**src/rtl/core/slr_pkg.sv**
```systemverilog
`timescale 1ns / 1ps

package slr_pkg;

  // Internal coordinate width: the widest value the top-level COORD_BITS may take.
  localparam int COORD_MAX_BITS = 6;
  localparam int CENTER_BITS    = 6;
  localparam int PIX_BITS       = 8;
  localparam int CFG_IDX_BITS   = 2;
  localparam int REM_BITS       = COORD_MAX_BITS + 3;
  localparam int QUEUE_DEPTH    = 2;

  localparam logic [CENTER_BITS-1:0]  CENTER_RESET = 6'd32;

  localparam logic [CFG_IDX_BITS-1:0] REG_CENTER_X = 2'd0;
  localparam logic [CFG_IDX_BITS-1:0] REG_CENTER_Y = 2'd1;

  typedef logic signed [COORD_MAX_BITS-1:0] coord_t;
  typedef logic signed [COORD_MAX_BITS:0]   diff_t;
  typedef logic [COORD_MAX_BITS-1:0]        steps_t;
  typedef logic [COORD_MAX_BITS:0]          twom_t;
  typedef logic signed [COORD_MAX_BITS+1:0] dmin2_t;
  typedef logic signed [REM_BITS-1:0]       rem_t;
  typedef logic [CENTER_BITS-1:0]           center_t;
  typedef logic signed [PIX_BITS-1:0]       pix_t;
  typedef logic [CFG_IDX_BITS-1:0]          cfg_idx_t;

  // One classified segment, as handed from the front end to the stepper.
  typedef struct packed {
    coord_t major_start;
    coord_t minor_start;
    logic   x_major;
    logic   major_neg;
    steps_t steps;
    dmin2_t dminor2;
  } seg_desc_t;

  // Queue handshake seen by the stepper.
  typedef struct packed {
    logic      valid;
    seg_desc_t desc;
  } queue_out_t;

endpackage

```
**src/rtl/core/slr_ifs.sv**
```systemverilog
`timescale 1ns / 1ps

interface slr_seg_if #(
  parameter int COORD_BITS = 6
);
  logic                         valid;
  logic                         ready;
  logic signed [COORD_BITS-1:0] start_x;
  logic signed [COORD_BITS-1:0] start_y;
  logic signed [COORD_BITS-1:0] end_x;
  logic signed [COORD_BITS-1:0] end_y;

  modport source (output valid, start_x, start_y, end_x, end_y, input ready);
  modport sink   (input valid, start_x, start_y, end_x, end_y, output ready);
endinterface

interface slr_pix_if;
  logic              valid;
  logic              ready;
  logic signed [7:0] pixel_column;
  logic signed [7:0] pixel_row;
  logic              last_pixel;

  modport source (output valid, pixel_column, pixel_row, last_pixel, input ready);
  modport sink   (input valid, pixel_column, pixel_row, last_pixel, output ready);
endinterface

interface slr_cfg_if;
  logic       valid;
  logic       ready;
  logic [1:0] index;
  logic [5:0] data;

  modport source (output valid, index, data, input ready);
  modport sink   (input valid, index, data, output ready);
endinterface

```
**src/rtl/core/slope_line_rasterizer.sv**
```systemverilog
// After the segment transaction is accepted, it is held in the queue, then loaded into
// the stepper's state registers, and its first pixel goes to the stepper's output register.
// Throughput: one pixel per cycle while out_ch.ready holds, at most 64 pixels per segment;
// the stepper's single pixel step per cycle sets this, and a two-entry queue keeps
// accepting segments while it works. Reset (rst_n low, synchronous) empties the queue,
// idles the stepper and the output, and sets center_x and center_y to 32.
`timescale 1ns / 1ps

module slope_line_rasterizer
  import slr_pkg::*;
#(
  parameter int COORD_BITS = 6
) (
  input  logic      clk,
  input  logic      rst_n,
  slr_cfg_if.sink   cfg_ch,
  slr_seg_if.sink   in_ch,
  slr_pix_if.source out_ch
);

  center_t    center_x_r, center_x_nxt;
  center_t    center_y_r, center_y_nxt;
  logic       push_valid, push_ready, pop_en;
  seg_desc_t  push_desc;
  queue_out_t head;

  assign cfg_ch.ready = 1'b1;

  always_comb begin
    center_x_nxt = center_x_r;
    center_y_nxt = center_y_r;
    if (cfg_ch.valid) begin
      case (cfg_ch.index)
        REG_CENTER_X: center_x_nxt = cfg_ch.data;
        REG_CENTER_Y: center_y_nxt = cfg_ch.data;
        default: ;
      endcase
    end
  end

  always_ff @(posedge clk) begin
    if (!rst_n) begin
      center_x_r <= CENTER_RESET;
      center_y_r <= CENTER_RESET;
    end else begin
      center_x_r <= center_x_nxt;
      center_y_r <= center_y_nxt;
    end
  end

  slr_front #(.COORD_BITS(COORD_BITS)) u_front (
    .in_ch      (in_ch),
    .push_ready (push_ready),
    .push_valid (push_valid),
    .push_desc  (push_desc)
  );

  slr_queue u_queue (
    .clk        (clk),
    .rst_n      (rst_n),
    .push_valid (push_valid),
    .push_desc  (push_desc),
    .push_ready (push_ready),
    .pop_en     (pop_en),
    .head       (head)
  );

  slr_stepper u_stepper (
    .clk      (clk),
    .rst_n    (rst_n),
    .center_x (center_x_r),
    .center_y (center_y_r),
    .head     (head),
    .pop_en   (pop_en),
    .out_ch   (out_ch)
  );

endmodule

```
**src/rtl/core/slr_front.sv**
```systemverilog
`timescale 1ns / 1ps

module slr_front
  import slr_pkg::*;
#(
  parameter int COORD_BITS = 6
) (
  slr_seg_if.sink   in_ch,
  input  logic      push_ready,
  output logic      push_valid,
  output seg_desc_t push_desc
);

  coord_t sx, sy, ex, ey;
  diff_t  dx, dy;
  steps_t adx, ady;
  logic   x_major;

  // Only the low COORD_BITS bits of each coordinate carry the value.
  assign sx = coord_t'($signed(in_ch.start_x[COORD_BITS-1:0]));
  assign sy = coord_t'($signed(in_ch.start_y[COORD_BITS-1:0]));
  assign ex = coord_t'($signed(in_ch.end_x[COORD_BITS-1:0]));
  assign ey = coord_t'($signed(in_ch.end_y[COORD_BITS-1:0]));

  assign dx = diff_t'(ex) - diff_t'(sx);
  assign dy = diff_t'(ey) - diff_t'(sy);

  assign adx = dx[COORD_MAX_BITS] ? steps_t'(-dx) : steps_t'(dx);
  assign ady = dy[COORD_MAX_BITS] ? steps_t'(-dy) : steps_t'(dy);

  // The x axis wins a tie.
  assign x_major = (adx >= ady);

  always_comb begin
    push_desc.x_major     = x_major;
    push_desc.major_start = x_major ? sx : sy;
    push_desc.minor_start = x_major ? sy : sx;
    push_desc.major_neg   = x_major ? dx[COORD_MAX_BITS] : dy[COORD_MAX_BITS];
    push_desc.steps       = x_major ? adx : ady;
    push_desc.dminor2     = x_major ? dmin2_t'({dy, 1'b0}) : dmin2_t'({dx, 1'b0});
  end

  assign push_valid  = in_ch.valid;
  assign in_ch.ready = push_ready;

endmodule

```
**src/rtl/core/slr_queue.sv**
```systemverilog
`timescale 1ns / 1ps

module slr_queue
  import slr_pkg::*;
(
  input  logic       clk,
  input  logic       rst_n,
  input  logic       push_valid,
  input  seg_desc_t  push_desc,
  output logic       push_ready,
  input  logic       pop_en,
  output queue_out_t head
);

  localparam int PTR_BITS = (QUEUE_DEPTH > 1) ? $clog2(QUEUE_DEPTH) : 1;
  localparam int CNT_BITS = $clog2(QUEUE_DEPTH + 1);

  typedef logic [PTR_BITS-1:0] ptr_t;
  typedef logic [CNT_BITS-1:0] cnt_t;

  seg_desc_t entry_r [QUEUE_DEPTH];
  ptr_t      wr_ptr_r, wr_ptr_nxt;
  ptr_t      rd_ptr_r, rd_ptr_nxt;
  cnt_t      count_r, count_nxt;
  logic      push, pop;

  assign push_ready = (count_r != cnt_t'(QUEUE_DEPTH));
  assign push       = push_valid && push_ready;
  assign pop        = pop_en && (count_r != '0);

  assign head.valid = (count_r != '0);
  assign head.desc  = entry_r[rd_ptr_r];

  always_comb begin
    wr_ptr_nxt = wr_ptr_r;
    rd_ptr_nxt = rd_ptr_r;
    count_nxt  = count_r;
    if (push) begin
      wr_ptr_nxt = (wr_ptr_r == ptr_t'(QUEUE_DEPTH - 1)) ? '0 : wr_ptr_r + ptr_t'(1);
    end
    if (pop) begin
      rd_ptr_nxt = (rd_ptr_r == ptr_t'(QUEUE_DEPTH - 1)) ? '0 : rd_ptr_r + ptr_t'(1);
    end
    if (push && !pop) begin
      count_nxt = count_r + cnt_t'(1);
    end else if (pop && !push) begin
      count_nxt = count_r - cnt_t'(1);
    end
  end

  always_ff @(posedge clk) begin
    if (!rst_n) begin
      wr_ptr_r <= '0;
      rd_ptr_r <= '0;
      count_r  <= '0;
    end else begin
      wr_ptr_r <= wr_ptr_nxt;
      rd_ptr_r <= rd_ptr_nxt;
      count_r  <= count_nxt;
    end
  end

  always_ff @(posedge clk) begin
    if (push) begin
      entry_r[wr_ptr_r] <= push_desc;
    end
  end

endmodule

```
**src/rtl/core/slr_stepper.sv**
```systemverilog
`timescale 1ns / 1ps

module slr_stepper
  import slr_pkg::*;
(
  input  logic       clk,
  input  logic       rst_n,
  input  center_t    center_x,
  input  center_t    center_y,
  input  queue_out_t head,
  output logic       pop_en,
  slr_pix_if.source  out_ch
);

  logic   active_r, active_nxt;
  logic   out_valid_r, out_valid_nxt;
  coord_t maj_r, maj_nxt;
  coord_t min_r, min_nxt;
  rem_t   rem_r, rem_nxt;
  steps_t left_r, left_nxt;
  logic   xmaj_r, xmaj_nxt;
  logic   neg_r, neg_nxt;
  dmin2_t dmin2_r, dmin2_nxt;
  twom_t  twom_r, twom_nxt;
  pix_t   col_r, col_nxt;
  pix_t   row_r, row_nxt;
  logic   last_r, last_nxt;

  logic   fire, is_last;
  rem_t   rem_sum, twom_ext;
  coord_t cur_x, cur_y;

  assign fire    = active_r && (!out_valid_r || out_ch.ready);
  assign is_last = (left_r == '0);
  assign pop_en  = head.valid && (!active_r || (fire && is_last));

  // The remainder tracks (2*d_minor*k + M) mod 2M, so one signed step keeps the
  // rounded minor coordinate exact with at most one correction per pixel.
  assign rem_sum  = rem_r + rem_t'(dmin2_r);
  assign twom_ext = rem_t'($signed({1'b0, twom_r}));

  assign cur_x = xmaj_r ? maj_r : min_r;
  assign cur_y = xmaj_r ? min_r : maj_r;

  always_comb begin
    active_nxt    = active_r;
    out_valid_nxt = out_valid_r;
    maj_nxt       = maj_r;
    min_nxt       = min_r;
    rem_nxt       = rem_r;
    left_nxt      = left_r;
    xmaj_nxt      = xmaj_r;
    neg_nxt       = neg_r;
    dmin2_nxt     = dmin2_r;
    twom_nxt      = twom_r;
    col_nxt       = col_r;
    row_nxt       = row_r;
    last_nxt      = last_r;

    if (out_ch.ready) begin
      out_valid_nxt = 1'b0;
    end

    if (fire) begin
      out_valid_nxt = 1'b1;
      col_nxt       = pix_t'($signed({1'b0, center_x})) + pix_t'(cur_x);
      row_nxt       = pix_t'($signed({1'b0, center_y})) - pix_t'(cur_y);
      last_nxt      = is_last;
      if (is_last) begin
        active_nxt = 1'b0;
      end else begin
        left_nxt = left_r - steps_t'(1);
        maj_nxt  = neg_r ? maj_r - coord_t'(1) : maj_r + coord_t'(1);
        if (rem_sum >= twom_ext) begin
          rem_nxt = rem_sum - twom_ext;
          min_nxt = min_r + coord_t'(1);
        end else if (rem_sum < 0) begin
          rem_nxt = rem_sum + twom_ext;
          min_nxt = min_r - coord_t'(1);
        end else begin
          rem_nxt = rem_sum;
        end
      end
    end

    if (pop_en) begin
      active_nxt = 1'b1;
      maj_nxt    = head.desc.major_start;
      min_nxt    = head.desc.minor_start;
      rem_nxt    = rem_t'($signed({1'b0, head.desc.steps}));
      left_nxt   = head.desc.steps;
      xmaj_nxt   = head.desc.x_major;
      neg_nxt    = head.desc.major_neg;
      dmin2_nxt  = head.desc.dminor2;
      twom_nxt   = {head.desc.steps, 1'b0};
    end
  end

  always_ff @(posedge clk) begin
    if (!rst_n) begin
      active_r    <= 1'b0;
      out_valid_r <= 1'b0;
    end else begin
      active_r    <= active_nxt;
      out_valid_r <= out_valid_nxt;
    end
  end

  always_ff @(posedge clk) begin
    maj_r   <= maj_nxt;
    min_r   <= min_nxt;
    rem_r   <= rem_nxt;
    left_r  <= left_nxt;
    xmaj_r  <= xmaj_nxt;
    neg_r   <= neg_nxt;
    dmin2_r <= dmin2_nxt;
    twom_r  <= twom_nxt;
    col_r   <= col_nxt;
    row_r   <= row_nxt;
    last_r  <= last_nxt;
  end

  assign out_ch.valid        = out_valid_r;
  assign out_ch.pixel_column = col_r;
  assign out_ch.pixel_row    = row_r;
  assign out_ch.last_pixel   = last_r;

endmodule

```
**src/flat_wrapper.sv**
```systemverilog
// flat-port wrapper written by rule: the top's interface ports become plain ports
module slope_line_rasterizer_flat import slr_pkg::*;
#(
  parameter int COORD_BITS = 6
)
  (clk, rst_n, cfg_ch_valid, cfg_ch_index, cfg_ch_data, cfg_ch_ready, in_ch_valid, in_ch_start_x, in_ch_start_y, in_ch_end_x, in_ch_end_y, in_ch_ready, out_ch_valid, out_ch_pixel_column, out_ch_pixel_row, out_ch_last_pixel, out_ch_ready);
  slr_cfg_if cfg_ch_i ();
  slr_seg_if #(.COORD_BITS(COORD_BITS)) in_ch_i ();
  slr_pix_if out_ch_i ();
  input  logic clk;
  input  logic rst_n;
  input wire logic [$bits(cfg_ch_i.valid)-1:0] cfg_ch_valid;
  input wire logic [$bits(cfg_ch_i.index)-1:0] cfg_ch_index;
  input wire logic [$bits(cfg_ch_i.data)-1:0] cfg_ch_data;
  output wire logic [$bits(cfg_ch_i.ready)-1:0] cfg_ch_ready;
  input wire logic [$bits(in_ch_i.valid)-1:0] in_ch_valid;
  input wire logic [$bits(in_ch_i.start_x)-1:0] in_ch_start_x;
  input wire logic [$bits(in_ch_i.start_y)-1:0] in_ch_start_y;
  input wire logic [$bits(in_ch_i.end_x)-1:0] in_ch_end_x;
  input wire logic [$bits(in_ch_i.end_y)-1:0] in_ch_end_y;
  output wire logic [$bits(in_ch_i.ready)-1:0] in_ch_ready;
  output wire logic [$bits(out_ch_i.valid)-1:0] out_ch_valid;
  output wire logic [$bits(out_ch_i.pixel_column)-1:0] out_ch_pixel_column;
  output wire logic [$bits(out_ch_i.pixel_row)-1:0] out_ch_pixel_row;
  output wire logic [$bits(out_ch_i.last_pixel)-1:0] out_ch_last_pixel;
  input wire logic [$bits(out_ch_i.ready)-1:0] out_ch_ready;
  assign cfg_ch_i.valid = cfg_ch_valid;
  assign cfg_ch_i.index = cfg_ch_index;
  assign cfg_ch_i.data = cfg_ch_data;
  assign cfg_ch_ready = cfg_ch_i.ready;
  assign in_ch_i.valid = in_ch_valid;
  assign in_ch_i.start_x = in_ch_start_x;
  assign in_ch_i.start_y = in_ch_start_y;
  assign in_ch_i.end_x = in_ch_end_x;
  assign in_ch_i.end_y = in_ch_end_y;
  assign in_ch_ready = in_ch_i.ready;
  assign out_ch_valid = out_ch_i.valid;
  assign out_ch_pixel_column = out_ch_i.pixel_column;
  assign out_ch_pixel_row = out_ch_i.pixel_row;
  assign out_ch_last_pixel = out_ch_i.last_pixel;
  assign out_ch_i.ready = out_ch_ready;
  slope_line_rasterizer #(.COORD_BITS(COORD_BITS)) u_core (.clk(clk), .rst_n(rst_n), .cfg_ch(cfg_ch_i), .in_ch(in_ch_i), .out_ch(out_ch_i));
endmodule
```
**config.mk**
```make
export PLATFORM = sky130hd
export DESIGN_NAME = slope_line_rasterizer_flat
export DESIGN_NICKNAME = d
export VERILOG_FILES = /design/src/rtl/core/slr_pkg.sv /design/src/rtl/core/slr_ifs.sv /design/src/rtl/core/slope_line_rasterizer.sv /design/src/rtl/core/slr_front.sv /design/src/rtl/core/slr_queue.sv /design/src/rtl/core/slr_stepper.sv /design/src/flat_wrapper.sv
export SDC_FILE = /design/constraint.sdc
export NUM_CORES = 1
export LEC_CHECK = 0
export BUFFER_PORTS_ARGS = -buffer_cell sky130_fd_sc_hd__clkbuf_2
export CELL_PAD_IN_SITES_DETAIL_PLACEMENT = 1
export CELL_PAD_IN_SITES_GLOBAL_PLACEMENT = 1
export CORE_MARGIN = 3
export CORE_UTILIZATION = 25
export CTS_BUF_LIST = sky130_fd_sc_hd__clkbuf_8 sky130_fd_sc_hd__clkbuf_16
export CTS_CLUSTER_DIAMETER = 50
export CTS_CLUSTER_SIZE = 30
export DETAILED_ROUTE_END_ITERATION = 8
export GPL_ROUTABILITY_DRIVEN = 0
export PLACE_DENSITY_LB_ADDON = 0.1
export SLEW_MARGIN = 0
export SYNTH_ARGS = -nofsm -noshare
export SYNTH_HDL_FRONTEND = slang
export SYNTH_HIERARCHICAL = 1
export SYNTH_SLANG_ARGS = --single-unit
```
**constraint.sdc**
```tcl
create_clock -name clk -period 5.8 [get_ports clk]
set_input_delay 1.16 -clock clk [delete_from_list [all_inputs] [get_ports clk]]
set_output_delay 1.16 -clock clk [all_outputs]
set_load 0.05 [all_outputs]
```
==> impl_metrics.ini, run 1 <==
[setup_path]
startpoint = u_core/u_stepper/rem_r[0]
worstPathRequired_ns = 5.96
r2r_slack_ns = 0.86
worstPathMaxFanout = 6
crit_arrival_ns = 5.10
cp-end-kind = flop
rr_worst_depth = 21
r2r-start = u_core/u_stepper/rem_r[0]
critPathKind = flop to flop
cp-start-kind = flop

[synth]
synth_area_leaders = edfxtp_1 41%, ha_1 9.8%, dfxtp_1 5.3%, mux2_2 5.0%, mux2i_1 3.6%
synth_edf_count = 113
synth_top_area_frac = 0.4076
synth_top_cells_by_count = 113 x edfxtp_1, 69 x inv_1, 65 x ha_1
async_flop_share = 0
ys_seq_area_frac = 0.4605
syn_nets = 865
ys_types = 75
avgSynthCellArea_um2 = 11.04
synthesis.area_um2 = 8324
ys_seq_elements = 135
syn_inst = 754
synth_top_cell_by_area = edfxtp_1
synthFlopType = edfxtp_1
synth.most_common_cell = edfxtp_1
synth.yosys.warnings = 6

[sta]
clock-skew-final_ns = 0.007248
min_period_over_period = 0.8522
hold_viol = 0
max_freq_ghz = 0.2023
period_needed_ns = 4.943
tns_ns = 0
slew_headroom = 0.3385
slew_viol_final = 0
rsz0062_at_grt = no
setup_viol = 0
worst_slew_pin_slew_ns = 0.9818

[grt]
grt_pass1_vias = 6153
antenna_found_initial = 0
track_usage = 0.1254
grt_start_max_net_pins = 41
grt_pass1_wl_mm = 34.53
grt_remaining_overflow = 0

[clock_network]
cts_resized = 0
cts_root_buffer = clkbuf_16
clkSinkCount = 135
clk_latency_ns = 0.43
clk_pin_slew_worst_paths_ns = 0.06
cts_buffers = 17
h-tree-depth = 4
cts.hold.buffers_added = 0
clk_path_buf_depth = 2
cts_tree = done
cts_setup_buffers = 0

[routing]
drtPass1Iterations = 4
vias_per_cell = 4.443
drt_wl_total_mm = 21.45
ant_nets = 0
num_vias = 5611
avgRoutedWirePerCell_um = 16.98
drc = 0
detail_route.iter0.violations = 171

[worst_hold_path]
holdPathStages = 2
hold_start = u_core/center_x_r[3]
hold_class = flop to flop

[final_layout]
synthToLayoutAreaGrowth_pct = 16.40
nets = 919
antenna_cells = 0
multi_input_area_um2 = 4068
drive_gt1_frac = 0.1839
layout.cells.non_filler = 1263
num-fill-cells = 3671
fin_area_um2 = 9689
seq_area_um2 = 3834

[die]
die_h_um = 188.5
dieArea_um2 = 35520
start_util = 0.2546
core.rowCount = 66
io_pins = 57
core_um2 = 32700
die_w_um = 188.5

[job]
max_cap_violations = 0

[placed_design]
place_hpwl_mm = 16.57
placedCellCount = 1231
portBuffers = 55
placedInstanceArea_um2 = 9045

[status]
status = completed
worst max-delay path: stages, from the launching register on:
cell	delay (ns)
edfxtp_1	0.33
ha_1	0.20
inv_1	0.06
fa_1	0.40
nand2b_1	0.20
a21oi_1	0.21
or4_1	0.14
nand3_1	0.12
ha_1	0.40
inv_1	0.14
nor4b_1	0.47
a21o_1	0.15
a211o_1	0.13
and2_1	0.17
inv_1	0.10
ha_1	0.29
a21o_1	0.21
a311o_1	0.34
a21oi_1	0.17
xor2_1	0.20
and3_1	0.18
o31ai_1	0.06
worst paths after layout:
path	end
min	u_core/center_x_r[3]
min reg2reg	u_core/center_x_r[3]
max	u_core/u_stepper/min_r[5]
max reg2reg	u_core/u_stepper/min_r[5]
sequential cells by signal, indices dropped and copies added, names as in the netlist, 8 cells and up, named ones only:
signal,cells
u_core/u_stepper/rem_r,9
u_core/u_stepper/dmin2_r,8
u_core/u_stepper/out_ch.pixel_row,8
u_core/u_stepper/out_ch.pixel_column,8
u_core/u_queue/entry_r,56
routing by layer:
layer | up-vias | global-route usage | wire (um)
li1 | 2789 | - | -
met1 | 2726 | 0.1666 | 10490
met2 | 75 | 0.2057 | 10040
met3 | 21 | 0.02567 | 587
met4 | 0 | 0.03896 | 332
met5 | - | 0 | 0
area by class of cell:
class,instances,share of cell area
Tap cell,442,0.05708
Timing Repair Buffer,62,0.03383
Clock inverter,11,0.01343
Clock buffer,21,0.05307
Sequential cell,135,0.3957
Multi-Input combinational cell,522,0.4198
Inverter,70,0.02712
metrics by stage:
step	hold slack (ns)	utilization	setup WS, ns
floorplan	0.4382	-	1.323
global placement	0.4556	0.2766	1.066
detailed placement	0.4599	0.2766	0.8337
CTS	0.4707	0.2963	0.8143
global route	0.4971	0.2963	0.4902
finish	0.4678	0.2963	0.8570
cell families after synthesis:
family | synth area share
xor+xnor | 0.05156
buf+inv | 0.05080
fa+ha+maj | 0.1193
compound gates | 0.1236
mux | 0.08613
flops | 0.4605
simple gates | 0.1072
other cells | 0.0009022
cell usage in the layout, fill, tap and decap left out, types with 6 or more instances in the layout:
cell	instances
edfxtp_1	113
inv_1	69
ha_1	65
clkbuf_2	55
nand2_1	54
a21oi_1	45
nor2_1	44
mux2_2	37
o21ai_0	36
mux2i_1	30
xnor2_1	28
dfxtp_1	22
xor2_1	21
clkbuf_16	20
nand2b_1	14
a21o_1	10
nor3_1	9
a211oi_1	9
fa_1	9
nor2b_1	8
and2_1	8
buf_4	7
and3_1	6
nand3_1	6
o211ai_1	6
Power of run 1 is left out: the tool's default activity adds up to more than one toggle a clock period on the data nets, which glitch-free logic cannot reach.
==> inputs of run 2 (changes only) <==
==> constraint.sdc (replaced) <==
create_clock -name clk -period 5.8 [get_ports clk]
set_input_delay 0.29 -clock clk [delete_from_list [all_inputs] [get_ports clk]]
set_output_delay 0.29 -clock clk [all_outputs]
set_load 0.05 [all_outputs]
==> impl_metrics.ini, run 2 (same netlist as run 1, synthesis figures left out) <==
[final_layout]
synthToLayoutAreaGrowth_pct = 15.21
largest_reg_flops = 56
antenna_cells = 0
largest_register = u_core/u_queue/entry_r
nets = 920
biggestRegsByFlops = u_core/u_queue/entry_r (56), u_core/u_stepper/rem_r (9)
seq_area_um2 = 3834
layout_common_cells = 113 x edfxtp_1, 71 x inv_1, 65 x ha_1
layout_commonest_cell = edfxtp_1
drive_gt1_frac = 0.1825
multi_input_area_um2 = 4068
num-fill-cells = 3692
layout.cells.non_filler = 1264

[sta]
clock-skew-final_ns = 0.007642
max_freq_ghz = 0.1998
hold_viol = 0
slew_viol_final = 0
slew_headroom = 0.3775
worst_slew_pin_slew_ns = 0.9315
period_needed_ns = 5.004
setup_viol = 0
rsz0062_at_grt = no
tns_ns = 0
min_period_over_period = 0.8628

[clock_network]
cts_root_buffer = clkbuf_16
cts_resized = 0
cts_buffers = 17
clk_latency_ns = 0.42
cts_tree = done
clkSinkCount = 135
cts.hold.buffers_added = 0
clk_path_buf_depth = 2
h-tree-depth = 4
cts_setup_buffers = 0
clk_pin_slew_worst_paths_ns = 0.06

[routing]
drc = 0
ant_nets = 0
detail_route.iter0.violations = 283
drt_wl_total_mm = 20.85
drtPass1Iterations = 4
vias_per_cell = 4.456
num_vias = 5632
avgRoutedWirePerCell_um = 16.49

[grt]
grt_remaining_overflow = 0
grt_pass1_wl_mm = 33.81
track_usage = 0.1209
met3_usage = 0.02251
use_met2 = 0.2027
met1_usage = 0.1576
grt_start_max_net_pins = 36
top_usage_layer = met2
grt_pass1_vias = 6250
antenna_found_initial = 0

[worst_hold_path]
hold_class = input port to flop

[setup_path]
cpPeakStageDelay_ns = 0.46
slowest_stage = nor4b_1
worstPathMaxFanout = 6
critPathKind = flop to flop
cp-start-kind = flop
cp-end-kind = flop
worstPathRequired_ns = 5.94
path_cells = ha_1, inv_1, fa_1, nand2b_1, a21oi_1, or4_1, nand3_1, ha_1, inv_1, nor4b_1, a21o_1, a211o_1, and2_1, inv_1, ha_1, and2_1, a311o_1, a21oi_1, xor2_1, and3_1, o31ai_1
crit_arrival_ns = 5.15

[die]
io_pins = 57
core_um2 = 32700
die_w_um = 188.5
dieArea_um2 = 35520
die_h_um = 188.5
start_util = 0.2546
core.rowCount = 66

[status]
status = completed

[placed_design]
place_hpwl_mm = 16.43
placedCellCount = 1232
portBuffers = 55

[job]
max_cap_violations = 0
-- run 2: changes by cell type in the layout (fill, tap and decap cells not counted) --
cell	previous run	this run
buf_4	7	8
inv_1	69	71
clkbuf_8	1	4
bufinv_16	2	0
clkinv_2	2	7
inv_6	4	0
clkinv_4	2	0
clkbuf_16	20	17
clkinvlp_4	1	2
-- run 2: per-stage QoR --
| stage | worst slack, ns | util | hold WS [ns] | cell area [um2] |
|---|---|---|---|---|
| 2_1_floorplan | 1.323 | - | 0.4117 | 8324 |
| 3_3_place_gp | 1.041 | 0.2768 | 0.4564 | 9052 |
| 3_5_place_dp | 0.7809 | 0.2768 | 0.4662 | 9052 |
| 4_1_cts | 0.7574 | 0.2933 | 0.1246 | 9590 |
| 5_1_grt | 0.3976 | 0.2933 | 0.1500 | 9590 |
| 6_report | 0.7960 | 0.2933 | 0.1495 | 9590 |
-- run 2: final timing paths --
path,start,end,slack (ns),cells past startpoint
setup reg to reg,u_core/u_stepper/rem_r[0],u_core/u_stepper/min_r[5],0.80,21
hold / removal,cfg_ch_data[4],u_core/center_y_r[4],0.15,3
hold reg to reg,u_core/center_x_r[4],u_core/center_x_r[4],0.47,2
setup / recovery,u_core/u_stepper/rem_r[0],u_core/u_stepper/min_r[5],0.80,21
-- run 2: per-layer routing --
layer	wire, um	vias up
met3	549	17
met2	9838	75
met1	10110	2750
met4	350	0
met5	0	-
li1	-	2790
-- run 2: critical path: cells and delay by family (launching register included) --
family                     cells  cell delay (ns)
adders and majority gates      4             1.31
xor gates and xnor gates       1             0.19
and+or+nand+nor                7             1.46
DFF                            1             0.34
buffers and inverters          3             0.30
AOI/OAI and AO/OA              6             1.11
-- run 2: area by class of cell --
type	count	share of cell area
Sequential cell	135	0.3997
Inverter	70	0.02740
Multi-Input combinational cell	522	0.4241
Clock inverter	11	0.006001
Tap cell	442	0.05766
Clock buffer	21	0.05010
Timing Repair Buffer	63	0.03496
Power of run 2 is left out for the same reason.
